==> src/sv/lrgd_pkg.sv <==
package lrgd_pkg;

  localparam int MAX_SAMPLES  = 128;
  localparam int NUM_FEATURES = 5;
  localparam int FEAT_SLOTS   = 5;

  localparam int CNT_W  = $clog2(MAX_SAMPLES + 1);
  localparam int ADDR_W = (MAX_SAMPLES > 1) ? $clog2(MAX_SAMPLES) : 1;
  localparam int FW     = $clog2(NUM_FEATURES + 1);
  localparam int FI_W   = (NUM_FEATURES > 1) ? $clog2(NUM_FEATURES) : 1;

  // shared multiplier operand widths
  localparam int MA_W = 49;
  localparam int MB_W = 17;
  localparam int MP_W = MA_W + MB_W;

  localparam logic CFG_LR   = 1'b0;
  localparam logic CFG_ITER = 1'b1;

  localparam logic signed [47:0] E_SQ_LIM  = 48'sh0040_0000_0000;
  localparam logic [63:0]        Q_POS_LIM = 64'h0000_7FFF_FFFF_FFFF;
  localparam logic [63:0]        Q_NEG_LIM = 64'h0000_8000_0000_0000;
  localparam logic [63:0]        U48_LIM   = 64'h0000_FFFF_FFFF_FFFF;

  typedef logic signed [31:0] q16_t;
  typedef logic signed [47:0] q32_t;
  typedef q16_t [NUM_FEATURES-1:0] feat_vec_t;

  typedef struct packed {
    logic              ld_we;
    logic              err_we;
    logic [ADDR_W-1:0] addr;
  } st_ctrl_t;

  typedef enum logic [4:0] {
    ST_LOAD, ST_INIT,
    ST_PRD_RD, ST_PRD_MUL, ST_PRD_ACC, ST_PRD_WR,
    ST_GRD_RD, ST_GRD_MUL, ST_GRD_ACC, ST_GRD_FOLD,
    ST_GDIV, ST_GWAIT, ST_STEP_MUL, ST_STEP_ADD,
    ST_MSE_RD, ST_MSE_MUL, ST_MSE_ACC, ST_MSE_FOLD,
    ST_MDIV, ST_MWAIT, ST_OUT
  } state_t;

  function automatic logic signed [47:0] sat_s48(input logic signed [63:0] v);
    if (v[63:47] == {17{v[63]}}) return v[47:0];
    return v[63] ? 48'sh8000_0000_0000 : 48'sh7FFF_FFFF_FFFF;
  endfunction

  function automatic logic signed [31:0] sat_s32(input logic signed [49:0] v);
    if (v[49:31] == {19{v[49]}}) return v[31:0];
    return v[49] ? 32'sh8000_0000 : 32'sh7FFF_FFFF;
  endfunction

  function automatic logic signed [63:0] sat_add_s64(input logic signed [63:0] a,
                                                     input logic signed [63:0] b);
    logic signed [63:0] s;
    s = a + b;
    if ((a[63] == b[63]) && (s[63] != a[63]))
      return a[63] ? {1'b1, 63'b0} : {1'b0, {63{1'b1}}};
    return s;
  endfunction

  function automatic logic [63:0] sat_add_u64(input logic [63:0] a, input logic [63:0] b);
    logic [64:0] s;
    s = {1'b0, a} + {1'b0, b};
    return s[64] ? {64{1'b1}} : s[63:0];
  endfunction

endpackage

==> src/sv/lrgd_mult.sv <==
module lrgd_mult (
  input  logic                               clk,
  input  logic signed [lrgd_pkg::MA_W-1:0]   a,
  input  logic signed [lrgd_pkg::MB_W-1:0]   b,
  output logic signed [lrgd_pkg::MP_W-1:0]   prod_r
);

  always_ff @(posedge clk) begin
    prod_r <= a * b;
  end

endmodule

==> config.mk <==
export PLATFORM = sky130hd
export DESIGN_NAME = lrgd_mult
export DESIGN_NICKNAME = d
export VERILOG_FILES = /design/src/sv/lrgd_pkg.sv /design/src/sv/lrgd_mult.sv
export SDC_FILE = /design/constraint.sdc
export NUM_CORES = 2
export LEC_CHECK = 0
export ABC_CLOCK_PERIOD_IN_PS = 8840
export BUFFER_PORTS_ARGS = -buffer_cell sky130_fd_sc_hd__buf_2
export CAP_MARGIN = 10
export CORE_ASPECT_RATIO = 1.25
export CORE_MARGIN = 2
export CORE_UTILIZATION = 55
export CTS_BUF_LIST = sky130_fd_sc_hd__clkbuf_8
export DETAILED_ROUTE_END_ITERATION = 6
export PLACE_DENSITY = 0.72
export SLEW_MARGIN = 10
export SYNTH_ARGS = -nofsm -noshare
export SYNTH_HDL_FRONTEND = slang
export SYNTH_SLANG_ARGS = --single-unit
==> constraint.sdc <==
create_clock -name clk -period 8.84 [get_ports clk]
set_clock_uncertainty 0.2 [all_clocks]
set_input_delay 1.326 -clock clk [delete_from_list [all_inputs] [get_ports clk]]
set_output_delay 1.326 -clock clk [all_outputs]
set_load 0.05 [all_outputs]
* Word level (Yosys, flattened, before mapping) *
Cells that the tools add are included.

word-level totals
  flip-flop bits (word level) = 66
  logic and storage cells = 2
  input bits = 67

cells by class
  multiply operators = 1

operator list
  kind            number
  $mul 49x17->66  1

* Longest topological paths before layout *
  word-level depth = 1
  mapped depth = 25

* Least setup slack after synthesis *
Ideal clock, no wire load.

  path type = input port to flip-flop
  start = in b[2] in the netlist's numbering
  end = reg prod_r[64] in the netlist's numbering
  stages = 23
  setup time = 0.120 ns
  data required time = 8.520 ns
  arrival time = 7.113 ns
  setup slack = 1.407 ns
  path through = clkbuf_1 > clkbuf_1 > nand2_1 > fa_1 > fa_1 > fa_1 > inv_1 > fa_1 > fa_1 > inv_1 > fa_1 > inv_1 > ha_1 > buf_2 > nand4_1 > or3_1 > nor4_1 > o2111ai_1 > nand3_1 > a31oi_1 > o2111ai_1 > a41oi_1 > xnor2_1

between the ends
  cells in the longest elaborated chain, start to end = 1

ends and longest elaborated chain
  element               line            RTL
  from (decl)           lrgd_mult.sv:4  input logic signed [lrgd_pkg::MB_W-1:0] b,
  $mul 49x17->66        lrgd_mult.sv:9  prod_r <= a * b;
  to (signal assigned)  lrgd_mult.sv:9
  to (decl)             lrgd_mult.sv:5  output logic signed [lrgd_pkg::MP_W-1:0] prod_r

No other way between the ends.

* Worst setup path after layout *
  start = in b[2] in the netlist's numbering
  end = reg prod_r[62] in the netlist's numbering

The elaborated chain is that of the path after synthesis.

==> flow_metrics.py <==
metrics = {
    "run_status": {
        "status": "finished, final reports clean",
    },
    "yosys": {
        "yosysSeqAreaShare": 0.04523,
        "synthTopCellsByArea": "fa_1, inv_1, and2_1",
        "synth_top_area_frac": 0.5318,
        "ys_warn_count": 0,
        "netlist_top_cells_count": "inv_1, fa_1, nand2_1, and2_1, ha_1",
        "synth_edf_count": 0,
        "synth_fp_nets": 4260,
        "synth_top_flop_cell": "dfxtp_1",
        "yosysTopAreaCell": "fa_1",
        "yosysUniqueCellTypes": 58,
        "synth_cells": 3268,
        "synth.avg_cell_area_um2": 8.938,
        "syn-cell-area_um2": 29210,
        "yosys_register_bits": 66,
        "yosysMostFrequentCell": "inv_1",
        "synth-async-reset-ratio": 0,
    },
    "setup_path": {
        "worst-endpoint-required_ns": 8.97,
        "path_buf_inv": 5,
        "worstPathArrival_ns": 8.44,
        "start_kind": "input pin",
        "end_kind": "register",
        "slowest_delay_ns": 0.76,
        "critPathTopFamily": "adder cells",
        "crit_end": "prod_r[62]",
        "path_depth": 22,
        "cp_common_cell": "fa_1",
        "path_max_fanout": 27,
        "crit_path_start": "b[2]",
        "setup.worst_path.class": "in2reg",
        "cp_cell_sequence": "buf_2 -> buf_4 -> nand2_1 -> fa_1 -> fa_1 -> fa_1 -> inv_1 -> fa_1 -> fa_1 -> inv_1 -> fa_1 -> inv_1 -> ha_1 -> nand2_1 -> nor3_1 -> o31a_1 -> o2111ai_2 -> a211oi_1 -> o311ai_2 -> a2111oi_0 -> nor3_1 -> xnor2_1",
        "crit_slowest_cell": "a2111oi_0",
    },
    "routing": {
        "wire_per_inst_um": 19.36,
        "wirelength_mm": 77.23,
        "firstDrtPassIters": 5,
        "drtAntennaViolNets": 0,
        "vias_per_cell": 5.434,
        "drcViolationCount": 0,
        "first_iter_violations": 1086,
        "vias": 21680,
    },
    "sta": {
        "worst_pin_slew_ns": 1.117,
        "timing.final.crit_period_ns": 8.307,
        "slew_violations": 0,
        "setup_viol": 0,
        "period_share": 0.9397,
        "hold_violations": 0,
        "rsz0062_at_grt": "no",
        "holdWs_ns": 1.092,
        "maxSlewHeadroom": 0.2555,
        "fmax_mhz": 120.4,
        "fin_setup_tns_ns": 0,
    },
    "clock_network": {
        "htree_levels": 3,
        "cts_resized": 0,
        "cts_tree": "done",
        "cts-root-buf": "clkbuf_8",
        "cts-buffers-inserted": 9,
        "hold_buffers": 0,
        "clk_pin_slew_ns": 0.10,
        "clock_path_buffers": 2,
        "post_cts_buffers": 0,
        "cts.sinks": 66,
    },
    "floorplan": {
        "io_pins": 133,
        "num_rows": 94,
        "die-height_um": 261.7,
        "initial_utilization": 0.5556,
        "design.core.area_um2": 52570,
        "die_area_um2": 54980,
        "fp.dieW_um": 210.1,
    },
    "placement": {
        "dp_hpwl_mm": 62.87,
        "gp_congestion": 0.9570,
        "place_inst": 3969,
        "io_buffers": 132,
    },
    "global_route": {
        "grt_pass1_vias": 23940,
        "grt_max_degree": 50,
        "grt_first_pass_wirelength_mm": 127.9,
        "grt.met1_usage": 0.3687,
        "antenna_found_initial": 5,
        "met3_usage": 0.05712,
        "grt_util_met2": 0.5334,
        "track_usage": 0.3043,
        "grt_busiest_layer": "met2",
        "grt.overflow.total": 0,
    },
    "finish": {
        "synthToLayoutAreaGrowth_pct": 5.252,
        "seq_area_um2": 1321,
        "finalNonFillerCells": 3989,
        "drive_above_1_share": 0.06037,
        "final_util": 0.5848,
        "fin_nets": 4300,
        "top_register": "prod_r",
        "fillCellCount": 4684,
        "largest_reg_flops": 66,
        "multi_input_area_um2": 24110,
        "top_regs": "prod_r: 66 flops",
    },
    "job": {
        "maxCapViolations": 0,
    },
    "hold_path": {
        "worstHoldStart": "a[0]",
        "hold_class": "in2reg",
    },
}
[through the flow]
stage / cell area, um2 / worst slack (ns)
2_1_floorplan: 29210 / 1.407
3_3_place_gp: 30510 / 0.2224
3_5_place_dp: 30510 / 0.1829
4_1_cts: 30730 / 0.6585
5_1_grt: 30740 / 0.2592
6_report: 30740 / 0.5330
[logic make-up (layout without fill, tap and decap cells)]
family                     after synthesis  in the layout  synth area share
and+or+nand+nor                       1000           1000            0.1619
DFF                                     66             66           0.04523
AOI/OAI and AO/OA                      209            209           0.04883
xor gates and xnor gates                63             63           0.01889
adders and majority gates              925            925            0.5957
buffers and inverters                 1005           1050            0.1295
other                                    0              4                 0
[routing by layer]
layer  vias to the layer above  wire (um)
li1                       9429          -
met1                     11170      28270
met2                       868      39630
met3                       202       5805
met4                         4       3498
met5                         -         24
[worst min-delay path by stage]
stage,to,depth (start not counted)
2_1_floorplan,prod_r[0],2
6_report,prod_r[0],2
4_1_cts,prod_r[0],2
3_3_place_gp,prod_r[0],2
3_5_place_dp,prod_r[0],2
5_1_grt,prod_r[0],2
[cell type report]
| cell class | count | area share |
|---|---|---|
| Clock inverter | 6 | 0.002930 |
| Inverter | 861 | 0.1051 |
| Timing Repair Buffer | 173 | 0.03272 |
| Antenna cell | 4 | 0.0003256 |
| Tap cell | 672 | 0.02735 |
| Clock buffer | 10 | 0.004477 |
| Sequential cell | 66 | 0.04298 |
| Multi-Input combinational cell | 2197 | 0.7841 |
[layout by cell type, fill, tap and decap left out, drive strengths merged, types with 5 or more instances in the layout]
master	n
xnor2	41
xor2	22
buf	173
nor2b	11
nor3	15
dfxtp	66
clkbuf	10
a211oi	8
inv	860
ha	149
nand2b	16
a31oi	8
and2	315
o21ai	36
a21oi	62
nor2	74
and3	10
nand2	525
nor4	5
a21o	30
o2111ai	5
o21a	8
o21bai	12
a2111oi	5
nand4	6
fa	776
nand3	14
Power is not shown: default switching activity piles up to over one toggle a cycle in this logic, so the estimate is an artifact.
