File: src/sv/lrgd_pkg.sv
package lrgd_pkg;

  localparam int MAX_SAMPLES  = 128;
  localparam int NUM_FEATURES = 5;
  localparam int FEAT_SLOTS   = 5;

  localparam int CNT_W  = $clog2(MAX_SAMPLES + 1);
  localparam int ADDR_W = (MAX_SAMPLES > 1) ? $clog2(MAX_SAMPLES) : 1;
  localparam int FW     = $clog2(NUM_FEATURES + 1);
  localparam int FI_W   = (NUM_FEATURES > 1) ? $clog2(NUM_FEATURES) : 1;

  // shared multiplier operand widths
  localparam int MA_W = 49;
  localparam int MB_W = 17;
  localparam int MP_W = MA_W + MB_W;

  localparam logic CFG_LR   = 1'b0;
  localparam logic CFG_ITER = 1'b1;

  localparam logic signed [47:0] E_SQ_LIM  = 48'sh0040_0000_0000;
  localparam logic [63:0]        Q_POS_LIM = 64'h0000_7FFF_FFFF_FFFF;
  localparam logic [63:0]        Q_NEG_LIM = 64'h0000_8000_0000_0000;
  localparam logic [63:0]        U48_LIM   = 64'h0000_FFFF_FFFF_FFFF;

  typedef logic signed [31:0] q16_t;
  typedef logic signed [47:0] q32_t;
  typedef q16_t [NUM_FEATURES-1:0] feat_vec_t;

  typedef struct packed {
    logic              ld_we;
    logic              err_we;
    logic [ADDR_W-1:0] addr;
  } st_ctrl_t;

  typedef enum logic [4:0] {
    ST_LOAD, ST_INIT,
    ST_PRD_RD, ST_PRD_MUL, ST_PRD_ACC, ST_PRD_WR,
    ST_GRD_RD, ST_GRD_MUL, ST_GRD_ACC, ST_GRD_FOLD,
    ST_GDIV, ST_GWAIT, ST_STEP_MUL, ST_STEP_ADD,
    ST_MSE_RD, ST_MSE_MUL, ST_MSE_ACC, ST_MSE_FOLD,
    ST_MDIV, ST_MWAIT, ST_OUT
  } state_t;

  function automatic logic signed [47:0] sat_s48(input logic signed [63:0] v);
    if (v[63:47] == {17{v[63]}}) return v[47:0];
    return v[63] ? 48'sh8000_0000_0000 : 48'sh7FFF_FFFF_FFFF;
  endfunction

  function automatic logic signed [31:0] sat_s32(input logic signed [49:0] v);
    if (v[49:31] == {19{v[49]}}) return v[31:0];
    return v[49] ? 32'sh8000_0000 : 32'sh7FFF_FFFF;
  endfunction

  function automatic logic signed [63:0] sat_add_s64(input logic signed [63:0] a,
                                                     input logic signed [63:0] b);
    logic signed [63:0] s;
    s = a + b;
    if ((a[63] == b[63]) && (s[63] != a[63]))
      return a[63] ? {1'b1, 63'b0} : {1'b0, {63{1'b1}}};
    return s;
  endfunction

  function automatic logic [63:0] sat_add_u64(input logic [63:0] a, input logic [63:0] b);
    logic [64:0] s;
    s = {1'b0, a} + {1'b0, b};
    return s[64] ? {64{1'b1}} : s[63:0];
  endfunction

endpackage

File: src/sv/lrgd_div.sv
module lrgd_div (
  input  logic                        clk,
  input  logic                        rst_n,
  input  logic                        start,
  input  logic [63:0]                 dividend,
  input  logic [lrgd_pkg::CNT_W-1:0]  divisor,
  output logic                        done_r,
  output logic [63:0]                 quo_r
);

  localparam int CW = lrgd_pkg::CNT_W;

  logic [CW:0]   rem_r;
  logic [CW-1:0] dvs_r;
  logic [5:0]    bit_r;
  logic          busy_r;
  logic [CW:0]   rem_sh;
  logic          take;

  always_comb begin
    rem_sh = {rem_r[CW-1:0], quo_r[63]};
    take   = rem_sh >= {1'b0, dvs_r};
  end

  always_ff @(posedge clk) begin
    if (!rst_n) begin
      busy_r <= 1'b0;
      done_r <= 1'b0;
      bit_r  <= '0;
    end else begin
      done_r <= 1'b0;
      if (start) begin
        busy_r <= 1'b1;
        bit_r  <= '0;
      end else if (busy_r) begin
        bit_r <= bit_r + 1'b1;
        if (bit_r == 6'd63) begin
          busy_r <= 1'b0;
          done_r <= 1'b1;
        end
      end
    end
  end

  always_ff @(posedge clk) begin
    if (start) begin
      rem_r <= '0;
      quo_r <= dividend;
      dvs_r <= divisor;
    end else if (busy_r) begin
      rem_r <= take ? rem_sh - {1'b0, dvs_r} : rem_sh;
      quo_r <= {quo_r[62:0], take};
    end
  end

endmodule

File: config.mk
export PLATFORM = sky130hd
export DESIGN_NAME = lrgd_div
export DESIGN_NICKNAME = d
export VERILOG_FILES = /design/src/sv/lrgd_pkg.sv /design/src/sv/lrgd_div.sv
export SDC_FILE = /design/constraint.sdc
export NUM_CORES = 1
export LEC_CHECK = 0
export BUFFER_PORTS_ARGS = -buffer_cell sky130_fd_sc_hd__buf_2
export CAP_MARGIN = 20
export CORE_ASPECT_RATIO = 1.25
export CORE_MARGIN = 2
export CORE_UTILIZATION = 54
export DETAILED_ROUTE_END_ITERATION = 8
export PLACE_DENSITY = 0.9
export RECOVER_POWER = 25
export SYNTH_ARGS = -nofsm -noshare
export SYNTH_HDL_FRONTEND = slang
export SYNTH_SLANG_ARGS = --single-unit
File: constraint.sdc
create_clock -name clk -period 5.6 [get_ports clk]
set_input_delay 0.84 -clock clk [delete_from_list [all_inputs] [get_ports clk]]
set_output_delay 0.84 -clock clk [all_outputs]
set_load 0.02 [all_outputs]
**Word-level counts from Yosys, hierarchy flattened**

Cells that the tools add are included.

- Mux-type cells: 7
- Add/subtract/negate cells: 2
- Equal/unequal tests: 1
- Reduce and logical (&&, ||, !) cells: 3
- $lt $le $gt $ge: 1
- Bitwise operators: 2

Operators by type and width:

| cell | count |
|---|---|
| $mux 64 | 2 |
| $ge 9x8->1 | 1 |
| $mux 8 | 1 |
| $sub 8x8->8 | 1 |
| $add 6x1->6 const B | 1 |
| $eq 6x6->1 const B | 1 |
| $mux 1 | 4 |
| $reduce_or 3->1 | 1 |
| $not 1->1 | 2 |
| $reduce_bool 2->1 | 1 |
| $reduce_or 2->1 | 1 |

- Output and inout bits: 65
- Bits in registers: 88
- Word-level logic and storage cells: 22

**Logic depth before layout (Yosys ltp)**

- Depth after elaboration: 4
- Depth in mapped cells: 8
- Mapped depth without buffers: 8

**Worst setup path before layout**

OpenSTA, ideal clock, no wires.

- Kind: input-to-reg
- From: input start
- To: register rem_r[3]
- Arrival: 2.245 ns
- Setup time: 0.122 ns
- Cell stages on the path: 4
- Slack: 3.233 ns
- Cell sequence: clkbuf_1 or2_2 nor2_1 a311o_1

RTL lines:

| what | RTL line | text |
|---|---|---|
| start: declaration | lrgd_div.sv:4 | `input logic start,` |
| end signal: assignment | lrgd_div.sv:51 | `rem_r <= take ? rem_sh - {1'b0, dvs_r} : rem_sh;` |
| end: declaration | lrgd_div.sv:13 | `logic [CW:0] rem_r;` |

**Final worst setup path**

- From: register quo_r[63]
- To: register quo_r[0], data pin

- Cells in the longest elaborated chain, start to end: 3

Ends and longest elaborated chain:

| what | RTL line | text |
|---|---|---|
| start: declaration | lrgd_div.sv:8 | `output logic [63:0] quo_r` |
| start signal: assignment | lrgd_div.sv:48 | `quo_r <= dividend;` |
| start signal: assignment | lrgd_div.sv:52 | `quo_r <= {quo_r[62:0], take};` |
| $ge 9x8->1 | lrgd_div.sv:22 | `take = rem_sh >= {1'b0, dvs_r};` |
| $mux 64 | lrgd_div.sv:50 | `end else if (busy_r) begin` |
| $mux 64 | lrgd_div.sv:46 | `if (start) begin` |

Every way passes these cells. The select of a mux whose other input is x is not followed.
A chain may end at the register's enable or synchronous reset.

==> results.sh <==
export IMPL_coreArea_um2=7360
export IMPL_tns_ns=0
export IMPL_gr_total_overflow=0
export IMPL_final_net_count=510
export IMPL_first_iter_violations=208
export IMPL_crit_type="register to register"
export IMPL_final_core_util_pct=67.9
export IMPL_die_w_um=81.8
export IMPL_syn_area_um2=4090
export IMPL_relSlewSlack_pct=32.4
export IMPL_die_area_um2=8290
export IMPL_htree_levels=3
export IMPL_fmax_mhz=413
export IMPL_portBuffers=139
export IMPL_ant_nets=0
export IMPL_fin_skew_ns=0.0120
export IMPL_routed_top_layer="met4"
export IMPL_cts_made_buffers=9
export IMPL_synth_flop_cell="edfxtp_1"
export IMPL_slew_viol_final=0
export IMPL_power_density_nw_per_um2=318
export IMPL_placementRows=35
export IMPL_slowest_delay_ns=0.63
export IMPL_cts_buffer_depth=2
export IMPL_antennaDiodeCount=0
export IMPL_avgRoutedWirePerCell_um=16.4
export IMPL_end_kind="register"
export IMPL_cp_arrival_ns=2.48
export IMPL_cp_cell_sequence="inv_1 > ha_1 > and2b_1 > o21ai_1 > a311oi_2 > and2_1 > mux2i_1"
export IMPL_postCtsSetupRepairBufs=0
export IMPL_slowest_stage="a311oi_2"
export IMPL_min_path_type="register to register"
export IMPL_period_needed_ns=2.42
export IMPL_cts_repair_resized=0
export IMPL_wl_met2_um=4340
export IMPL_synth_edf_count=72
export IMPL_worstHoldStart="bit_r[5]"
export IMPL_synth_fp_nets=371
export IMPL_track_usage_pct=21.0
export IMPL_place_gp_congestion=0.856
export IMPL_initial_core_util_pct=55.6
export IMPL_yosysSeqAreaShare_pct=60.7
export IMPL_setup_viol=0
export IMPL_rsz0062_at_grt="false"
export IMPL_r2r_start="quo_r[63]"
export IMPL_start_kind="register"
export IMPL_period_share_pct=43.3
export IMPL_synth_async_reset_ratio_pct=0
export IMPL_via_count=2803
export IMPL_ios=140
export IMPL_status="finished, final reports clean"
export IMPL_grt_antenna_before_repair=0
export IMPL_ys_warn_count=0
export IMPL_avgSynthCellArea_um2=14.3
export IMPL_worstMarginPinSlew_ns=1.01
export IMPL_worstPathRequired_ns=5.66
export IMPL_crit_start="quo_r[63]"
export IMPL_drt_wl_total_um=8540
export IMPL_vias_per_cell=5.38
export IMPL_synth_cells=286
export IMPL_crit_fanout=11
export IMPL_finalPower_mw=1.59
export IMPL_ys_ff_latch=88
export IMPL_path_clk_slew_ns=0.08
export IMPL_grt_pass1_wl_um=13000
export IMPL_route_detailed_drc=0
export IMPL_cts_tree="built"
export IMPL_hpwl_um=6070
export IMPL_final_layout_size_suffix_gt1_share_pct=42.7
export IMPL_cts_sinks=88
export IMPL_die_h_um=101
export IMPL_grt_pass1_vias=2833
export IMPL_finalHoldViolations=0
export IMPL_syn_to_final_growth_pct=22.1
export IMPL_wl_met1_um=3380
export IMPL_power_leakage_nw=1.99
export IMPL_cap_violations=0
export IMPL_clock_root_buffer="clkbuf_8"
export IMPL_cts_hold_buf=0
export IMPL_first_pass_iters=5
export IMPL_route_met3_wl_um=553
export IMPL_grt_max_degree=87
export IMPL_ir_drop_mv=0.201
export IMPL_insertion_delay_ns=0.35
export IMPL_yosysUniqueCellTypes=55
-- placed cells by master, fill, tap and decap left out, types with 2 or more instances in the layout --
master	instances
clkbuf_8	9
nand2_1	8
ha_1	9
nand4_1	2
clkinv_1	2
inv_1	13
buf_2	95
dfxtp_1	16
nor2b_1	2
mux2i_1	2
a311oi_1	2
o21ai_0	3
a311oi_2	2
a211oi_1	2
nand2b_1	2
bufinv_16	2
xnor2_1	3
nor2_1	19
and2b_1	2
clkbuf_1	43
xor2_1	5
nor3_1	2
o31ai_1	3
a21oi_1	5
buf_4	2
nand3_1	4
mux2_2	63
edfxtp_1	72
o21a_1	2
or3_1	3
-- critical path, delay by kind of cell, from the launching register on --
| kind | cells | cell delay [ns] |
|---|---|---|
| flip-flops | 1 | 0.39 |
| buffers and inverters | 1 | 0.11 |
| multiplexers | 1 | 0.11 |
| AO/OA/AOI/OAI | 2 | 0.71 |
| AND/OR/NAND/NOR | 2 | 0.58 |
| adder cells (fa/ha/maj) | 1 | 0.26 |
-- sequential cells by signal (all words and copies together), names as in the netlist --
register  cells
quo_r        64
busy_r        1
dvs_r         8
rem_r         8
done_r        1
bit_r         6
-- synthesized netlist by cell type (3+ instances only) --
cell type,number,area share (%)
o31ai_1,3,0.55
or3_1,3,0.46
dfxtp_1,16,7.8
buf_2,4,0.49
inv_1,13,1.2
clkbuf_1,6,0.55
edfxtp_1,72,53
ha_1,9,2.8
nand3_1,4,0.49
xor2_1,5,1.1
xnor2_1,3,0.64
nor2_1,19,1.7
a21oi_1,5,0.61
nand2_1,8,0.73
o21ai_0,3,0.37
mux2_2,63,17
-- layout make-up --
class / instances / area, um2
Clock buffer: 9 / 124
Clock inverter: 6 / 85.1
Fill cell: 578 / 2360
Inverter: 15 / 56.3
Multi-Input combinational cell: 170 / 1470
Sequential cell: 88 / 2480
Tap cell: 92 / 115
Timing Repair Buffer: 141 / 659
-- path summary, 6_finish.rpt --
kind / to / slack [ns] / depth (start not counted)
max: quo_r[0] / 3.18 / 7
min: bit_r[5] / 0.50 / 2
max reg2reg: quo_r[0] / 3.18 / 7
min reg2reg: bit_r[5] / 0.50 / 2
-- per-stage QoR --
stage | setup slack (ns) | hold slack [ns] | cell area, um2 | instances
after CTS | 3.15 | 0.498 | 5050 | 521
after global placement | 3.12 | 0.470 | 4840 | 506
after detailed placement | 3.05 | 0.482 | 4840 | 506
after global routing | 3.00 | 0.522 | 4990 | 521
final | 3.18 | 0.498 | 4990 | 521
after floorplan | 3.23 | 0.458 | 4090 | 286
-- cells by family after synthesis --
kind of cell	Yosys count	synth area share, %
simple gates	54	6.79
buf+inv	28	3.30
flops	88	60.7
fa+ha+maj	10	3.24
xor+xnor	8	1.71
mux	65	17.8
compound gates	33	6.42
-- power breakdown --
part	internal [mW]	leakage [nW]	switching [mW]	total (mW)
registers	0.784	0.852	0.0359	0.820
logic	0.122	1.04	0.177	0.298
clock network	0.248	0.103	0.223	0.471
total	1.15	1.99	0.436	1.59
-- metal layers --
metal | vias up | GRT usage [%]
li1 | 1348 | -
met1 | 1318 | 25.8
met2 | 114 | 34.4
met3 | 23 | 5.08
met4 | 0 | 10.4
met5 | - | 0
(Power assumes the default switching activity.)
